File: config.mk
export PLATFORM = sky130hd
export DESIGN_NAME = ordered_value_list_table_core
export DESIGN_NICKNAME = d
export VERILOG_FILES = /design/src/sv/ovlt_pkg.sv /design/src/sv/ovlt_cell.sv /design/src/sv/ordered_value_list_table_core.sv
export SDC_FILE = /design/constraint.sdc
export NUM_CORES = 1
export LEC_CHECK = 0
export ABC_CLOCK_PERIOD_IN_PS = 5270
export BUFFER_PORTS_ARGS = -buffer_cell sky130_fd_sc_hd__buf_2
export CORE_ASPECT_RATIO = 0.6
export CORE_MARGIN = 4
export CORE_UTILIZATION = 51
export CTS_BUF_LIST = sky130_fd_sc_hd__clkbuf_4 sky130_fd_sc_hd__clkbuf_8
export DETAILED_ROUTE_END_ITERATION = 8
export GPL_TIMING_DRIVEN = 0
export PLACE_DENSITY = 0.69
export SLEW_MARGIN = 15
export SYNTH_ARGS = -nofsm -noshare
export SYNTH_HDL_FRONTEND = slang
export SYNTH_SLANG_ARGS = --single-unit
export TNS_END_PERCENT = 50
File: constraint.sdc
create_clock -name clk -period 5.27 [get_ports clk]
set_clock_uncertainty 0.05 [all_clocks]
set_input_delay 1.054 -clock clk [delete_from_list [all_inputs] [get_ports clk]]
set_output_delay 1.054 -clock clk [all_outputs]
set_load 0.005 [all_outputs]
File: src/sv/ovlt_pkg.sv
package ovlt_pkg;

	localparam int DEPTH = 16;
	localparam int IDX_W = (DEPTH > 1) ? $clog2(DEPTH) : 1;
	localparam int CNT_W = $clog2(DEPTH + 1);
	localparam int FLD_W = 5;

	localparam logic [1:0] KIND_APPEND = 2'd0;
	localparam logic [1:0] KIND_DELETE = 2'd1;
	localparam logic [1:0] KIND_SEARCH = 2'd2;

	localparam logic [1:0] ST_DONE      = 2'd0;
	localparam logic [1:0] ST_NOT_FOUND = 2'd1;
	localparam logic [1:0] ST_FULL      = 2'd2;

	typedef struct packed {
		logic [1:0]         kind;
		logic signed [31:0] item_value;
	} req_t;

	typedef struct packed {
		logic [1:0]       status;
		logic [FLD_W-1:0] position;
		logic [FLD_W-1:0] entry_count;
	} res_t;

	// per-cell control from the sequencer
	typedef struct packed {
		logic cap;   // register compare against incoming key
		logic del;   // delete commit: cells at/after the hit take neighbor data
		logic load;  // append commit: this cell takes the key
		logic live;  // cell holds a valid entry
	} cell_ctl_t;

	// count-sized value reported in a 5-bit field
	function automatic logic [FLD_W-1:0] to_field(input logic [CNT_W-1:0] v);
		logic [31:0] tmp;
		tmp = 32'(v);
		return tmp[FLD_W-1:0];
	endfunction

endpackage

File: src/sv/ovlt_cell.sv
module ovlt_cell import ovlt_pkg::*; (
	input  logic               clk,
	input  cell_ctl_t          ctl,
	input  logic signed [31:0] cmp_key,
	input  logic signed [31:0] load_data,
	input  logic signed [31:0] next_data,
	input  logic               seen_in,
	output logic signed [31:0] data,
	output logic               seen_out,
	output logic               first_hit
);

	logic signed [31:0] data_q;
	logic               match_q;
	logic               hit;

	assign hit       = match_q & ctl.live;
	assign seen_out  = seen_in | hit;
	assign first_hit = hit & ~seen_in;
	assign data      = data_q;

	always_ff @(posedge clk) begin
		if (ctl.cap) begin
			match_q <= (data_q == cmp_key);
		end
		if (ctl.del && seen_out) begin
			data_q <= next_data;
		end else if (ctl.load) begin
			data_q <= load_data;
		end
	end

endmodule

File: src/sv/ordered_value_list_table_core.sv
// Channel | Dir | Handshake             | Payload
// request | in  | in_valid / in_ready   | in_req  (req_t: kind, item_value)
// result  | out | out_valid / out_ready | out_res (res_t: status, position, entry_count)
//
// Per request: all cells compare against the key at acceptance,
// then the hit prefix ripples along the cell row and the commit shifts or loads.
// One request in flight; the next is taken once the previous result is registered.
// The commit stalls while an earlier result still waits for out_ready.
// arst_n clears the count, state and result valid; cell data is not reset.
module ordered_value_list_table_core import ovlt_pkg::*; (
	input  logic clk,
	input  logic arst_n,
	input  logic in_valid,
	output logic in_ready,
	input  req_t in_req,
	output logic out_valid,
	input  logic out_ready,
	output res_t out_res
);

	typedef enum logic {
		S_IDLE,
		S_EXEC
	} state_t;

	state_t             state_q;
	logic [CNT_W-1:0]   count_q;
	logic [1:0]         kind_q;
	logic signed [31:0] key_q;
	logic               res_valid_q;
	res_t               res_q;

	cell_ctl_t          ctl [DEPTH];
	logic signed [31:0] cdata [DEPTH];
	logic signed [31:0] cnext [DEPTH];
	logic [DEPTH:0]     seen;
	logic [DEPTH-1:0]   first_hit;

	logic             accept, go, full, any_hit;
	logic [IDX_W-1:0] hit_idx;
	logic [CNT_W-1:0] hit_pos;
	logic [CNT_W-1:0] count_d;
	res_t             res_d;

	assign in_ready  = (state_q == S_IDLE);
	assign accept    = in_valid & in_ready;
	assign go        = (state_q == S_EXEC) & (~res_valid_q | out_ready);
	assign full      = (count_q == CNT_W'(DEPTH));
	assign any_hit   = seen[DEPTH];
	assign out_valid = res_valid_q;
	assign out_res   = res_q;
	assign seen[0]   = 1'b0;

	genvar g;
	generate
		for (g = 0; g < DEPTH; g++) begin : g_cell
			if (g == DEPTH - 1) begin : g_last
				assign cnext[g] = cdata[g];
			end else begin : g_mid
				assign cnext[g] = cdata[g+1];
			end

			always_comb begin
				ctl[g].cap  = accept;
				ctl[g].del  = go && (kind_q == KIND_DELETE);
				ctl[g].load = go && (kind_q == KIND_APPEND) && (count_q == CNT_W'(g));
				ctl[g].live = (CNT_W'(g) < count_q);
			end

			ovlt_cell u_cell (
				.clk       (clk),
				.ctl       (ctl[g]),
				.cmp_key   (in_req.item_value),
				.load_data (key_q),
				.next_data (cnext[g]),
				.seen_in   (seen[g]),
				.data      (cdata[g]),
				.seen_out  (seen[g+1]),
				.first_hit (first_hit[g])
			);
		end
	endgenerate

	// first_hit is one-hot or zero
	always_comb begin
		hit_idx = '0;
		for (int i = 0; i < DEPTH; i++) begin
			if (first_hit[i]) begin
				hit_idx = hit_idx | IDX_W'(i);
			end
		end
		hit_pos = CNT_W'(hit_idx) + CNT_W'(1);
	end

	always_comb begin
		count_d        = count_q;
		res_d.status   = ST_DONE;
		res_d.position = '0;
		case (kind_q)
			KIND_APPEND: begin
				if (full) begin
					res_d.status = ST_FULL;
				end else begin
					count_d = count_q + CNT_W'(1);
				end
			end
			KIND_DELETE: begin
				if (any_hit) begin
					count_d = count_q - CNT_W'(1);
				end else begin
					res_d.status = ST_NOT_FOUND;
				end
			end
			KIND_SEARCH: begin
				if (any_hit) begin
					res_d.position = to_field(hit_pos);
				end else begin
					res_d.status = ST_NOT_FOUND;
				end
			end
			default: begin
			end
		endcase
		res_d.entry_count = to_field(count_d);
	end

	always_ff @(posedge clk or negedge arst_n) begin
		if (!arst_n) begin
			state_q     <= S_IDLE;
			count_q     <= '0;
			res_valid_q <= 1'b0;
			kind_q      <= KIND_APPEND;
			key_q       <= '0;
			res_q       <= '0;
		end else begin
			if (go) begin
				res_valid_q <= 1'b1;
			end else if (out_valid && out_ready) begin
				res_valid_q <= 1'b0;
			end
			case (state_q)
				S_IDLE: begin
					if (accept) begin
						kind_q  <= in_req.kind;
						key_q   <= in_req.item_value;
						state_q <= S_EXEC;
					end
				end
				S_EXEC: begin
					if (go) begin
						res_q   <= res_d;
						count_q <= count_d;
						state_q <= S_IDLE;
					end
				end
				default: begin
					state_q <= S_IDLE;
				end
			endcase
		end
	end

	a_count_range: assert property (@(posedge clk) disable iff (!arst_n)
		count_q <= CNT_W'(DEPTH))
		else $error("entry count beyond depth");

	a_one_in_flight: assert property (@(posedge clk) disable iff (!arst_n)
		accept |=> !in_ready)
		else $error("second request taken while one is in flight");

	a_count_reported: assert property (@(posedge clk) disable iff (!arst_n)
		out_valid |-> (out_res.entry_count == to_field(count_q)))
		else $error("reported count differs from held count");

	a_full_status: assert property (@(posedge clk) disable iff (!arst_n)
		(out_valid && out_res.status == ST_FULL) |-> full)
		else $error("full status with room left");

	a_hit_onehot: assert property (@(posedge clk) disable iff (!arst_n)
		(state_q == S_EXEC) |-> $onehot0(first_hit))
		else $error("more than one first match");

endmodule

==> impl_results.md <==
* Dominant cell type by area after synthesis: edfxtp_1
* Root Buffer: clkbuf_8
* Total gr overflow at 0
* Endpoints failing setup at 0
* Via Count at 19629
* Row cnt at 69
* Post-Place Cells at 2953
* Period utilization at 83.84%
* Avg Cell Area, Syn at 14.25 µm²
* Post-synth ARST share at 8.333%
* Post-CTS Setup Inserts at 0
* Initial antenna violation count at 0
* CP endpoint kind: flop
* H-tree Lvls at 3
* Wirelength, routed at 101.7 mm
* Vias in the first global route at 18478
* Clk sink count at 576
* Cells after Synth at 2138
* Final hold vios at 0
* CP Data Arrival Time at 4.65 ns
* Main synth FF type: edfxtp_1
* Finished Layout Cells at 3112
* Yosys warnings at 0
* Final GP Congestion at 1.023
* Fmax at 226.3 MHz
* Synth Net Count at 2186
* Hold WC Path Type: input pin to asynchronous set/reset pin
* Netlist cell types at 61
* Antenna-violating nets left at 0
* RSZ-0062 raised after global routing: no
* CTS Buf Count at 86
* Starting Density at 51.52%
* Post_cts resized at 0
* Worst Setup Start Kind: flop
* Final worst slack at 0.8515 ns
* CP Max Fanout at 32
* Io pins at 52
* P_leak at 0.01172 µW
* CTS clk-pin slew, worst paths at 0.07 ns
* Final #Nets at 2308
* CP delay by family, top: simple AND/OR/NAND/NOR gates
* Post-synthesis register bit count at 576
* WS Path Type: flop to flop
* Die height at 197.3 µm
* Vias/cell at 6.308
* Post-synthesis cell area at 30470 µm²
* Power per Cell Area at 407.5 nW/µm²
* Count leader, synth: edfxtp_1
* Largest net degree at the start of global routing at 49
* Share of post-route cells with drive strength above 1 at 27.53%
* TritonCTS clock tree: built
* Slew @ Worst Pin at 1.256 ns
* Post-synth top cells: edfxtp_1, xor2_1, mux2_2
* Sequential element share of the synthesized area at 55.98%
* Fin crit period at 4.418 ns
* Status: finished clean
* Hold buffers post-CTS at 0
* Number of synthesized flops with an enable pin at 528
* DIE AREA at 63850 µm²
* Critical path, cell by cell: inv_1 > ha_1 > clkbuf_1 > nand2_1 > nor3_1 > buf_2 > a21o_2
* DRC at 0
* DR pass1 iterations at 6
* Layout area overhead at 10.71%
* Clock latency on the worst-skew pair at 0.67 ns
* Core area at 59140 µm²
* Area share of the largest cell type after synthesis at 52.04%
* Peak supply drop at 0.2771 mV
* Fin. max-slew vios at 0
* Fillcell total at 4776
* Starting DRC count in detailed routing at 3600
* CTS Buffer Depth at 3
* CP max-delay cell: nor3_1
* R2r startpoint: kind_q[1]
* Slew HR at 16.25%
* CP max stage delay at 1.06 ns
* Pre-CTS WS at 0.3893 ns
* Die Wd at 323.6 µm
* Max_cap viols at 0
* Routed wire per std cell at 32.66 µm
* CP Launch Point: kind_q[1]
* First-pass GRT wire length at 137.9 mm
* Worst Path Required at 5.50 ns
* I/O Buffers at 19
* Area contributors post-synth: edfxtp_1, xor2_1, mux2_2, mux2_1, dfrtp_1
* Worst path bufs/invs at 3
* Global Route Usage Sum at 31.37%
* Hpwl dp at 81.38 mm
==> routing by layer <==
metal,vias to the layer above,global-route usage [%],part of all wire (%)
li1,8177,-,-
met1,9815,50.60,45
met2,1437,40.37,38
met3,200,8.571,14
met4,0,9.581,3.5
met5,-,0,0
==> kinds of logic (layout without fill, tap and decap cells) <==
| family | count (synthesis) | after routing | synth area share (%) |
|---|---|---|---|
| flops | 576 | 576 | 55.98 |
| xor+xnor | 517 | 517 | 14.86 |
| mux | 512 | 512 | 18.92 |
| simple gates | 265 | 265 | 5.125 |
| buf+inv | 172 | 362 | 2.575 |
| compound gates | 86 | 86 | 2.127 |
| fa+ha+maj | 10 | 10 | 0.4106 |
| other cells | 0 | 3 | 0 |
==> metrics by stage <==
stage	util (%)	hold slack, ns	area, µm²	total power [µW]	setup TNS [ns]
finish	57.04	0.3887	33730	13750	0
global route	57.03	0.4246	33720	14120	0
CTS	57.02	0.4024	33720	13570	0
detailed placement	54.11	0.4275	32000	9836	0
global placement	53.34	0.4122	31540	9682	-196.89
floorplan	-	0.4233	30470	8423	0
==> final cells by class <==
type                            count  area (µm²)  share of cell area, %
Sequential cell                   576       17060                  50.56
Timing Repair Buffer               34       402.9                  1.194
Tap cell                          781       977.2                  2.897
Inverter                           13       48.80                 0.1447
Multi-Input combinational cell   1390       12780                  37.89
Clock inverter                     32       178.9                 0.5304
Clock buffer                      124        1544                  4.577
Antenna cell                        3       7.507                0.02226
Buffer                            159       737.0                  2.185
==> path summary, 6_finish.rpt <==
| kind | cells after the start | slack [ns] | end |
|---|---|---|---|
| setup / recovery | 7 | 0.85 | g_cell[1].u_cell.data[20] |
| hold / removal | 1 | 0.39 | count_q[4] |
| setup reg to reg | 7 | 0.85 | g_cell[1].u_cell.data[20] |
| hold reg to reg | 2 | 0.44 | out_res[10] |
| max in group asynchronous | 1 | 4.21 | key_q[16] |
| min in group clk | 2 | 0.44 | out_res[10] |
==> power by group <==
| group | leakage [µW] | internal (µW) | switching [µW] |
|---|---|---|---|
| logic | 0.00542 | 1390 | 2120 |
| clock network | 0.000916 | 1940 | 1840 |
| registers | 0.00538 | 5820 | 630 |
==> registers in the layout (all words and copies together) (netlist names) <==
name,cells
g_cell.u_cell.data,512
state_q,1
key_q,32
count_q,5
g_cell.u_cell.match_q,16
out_valid,1
out_res,7
kind_q,2
==> cells in the final DEF (no fill, tap or decap), types with 4 or more instances in the layout <==
cell	count
inv_1	13
mux2_1	138
o21ai_0	10
a21oi_1	15
and2_1	4
dfrtp_1	48
o21ai_4	5
clkbuf_4	26
a211oi_1	4
xor2_1	512
clkbuf_1	106
nand3_1	8
and3_1	4
ha_1	10
a21o_1	4
buf_2	54
edfxtp_1	528
buf_12	10
nor4_1	129
clkinv_1	14
clkinv_2	13
o22ai_1	4
nor3_1	6
nor2_1	30
nand3b_1	4
o21bai_4	4
xnor2_1	5
nand4_1	36
clkbuf_8	98
buf_6	14
mux2_2	374
nand2_1	24
(Power assumes the default switching activity.)
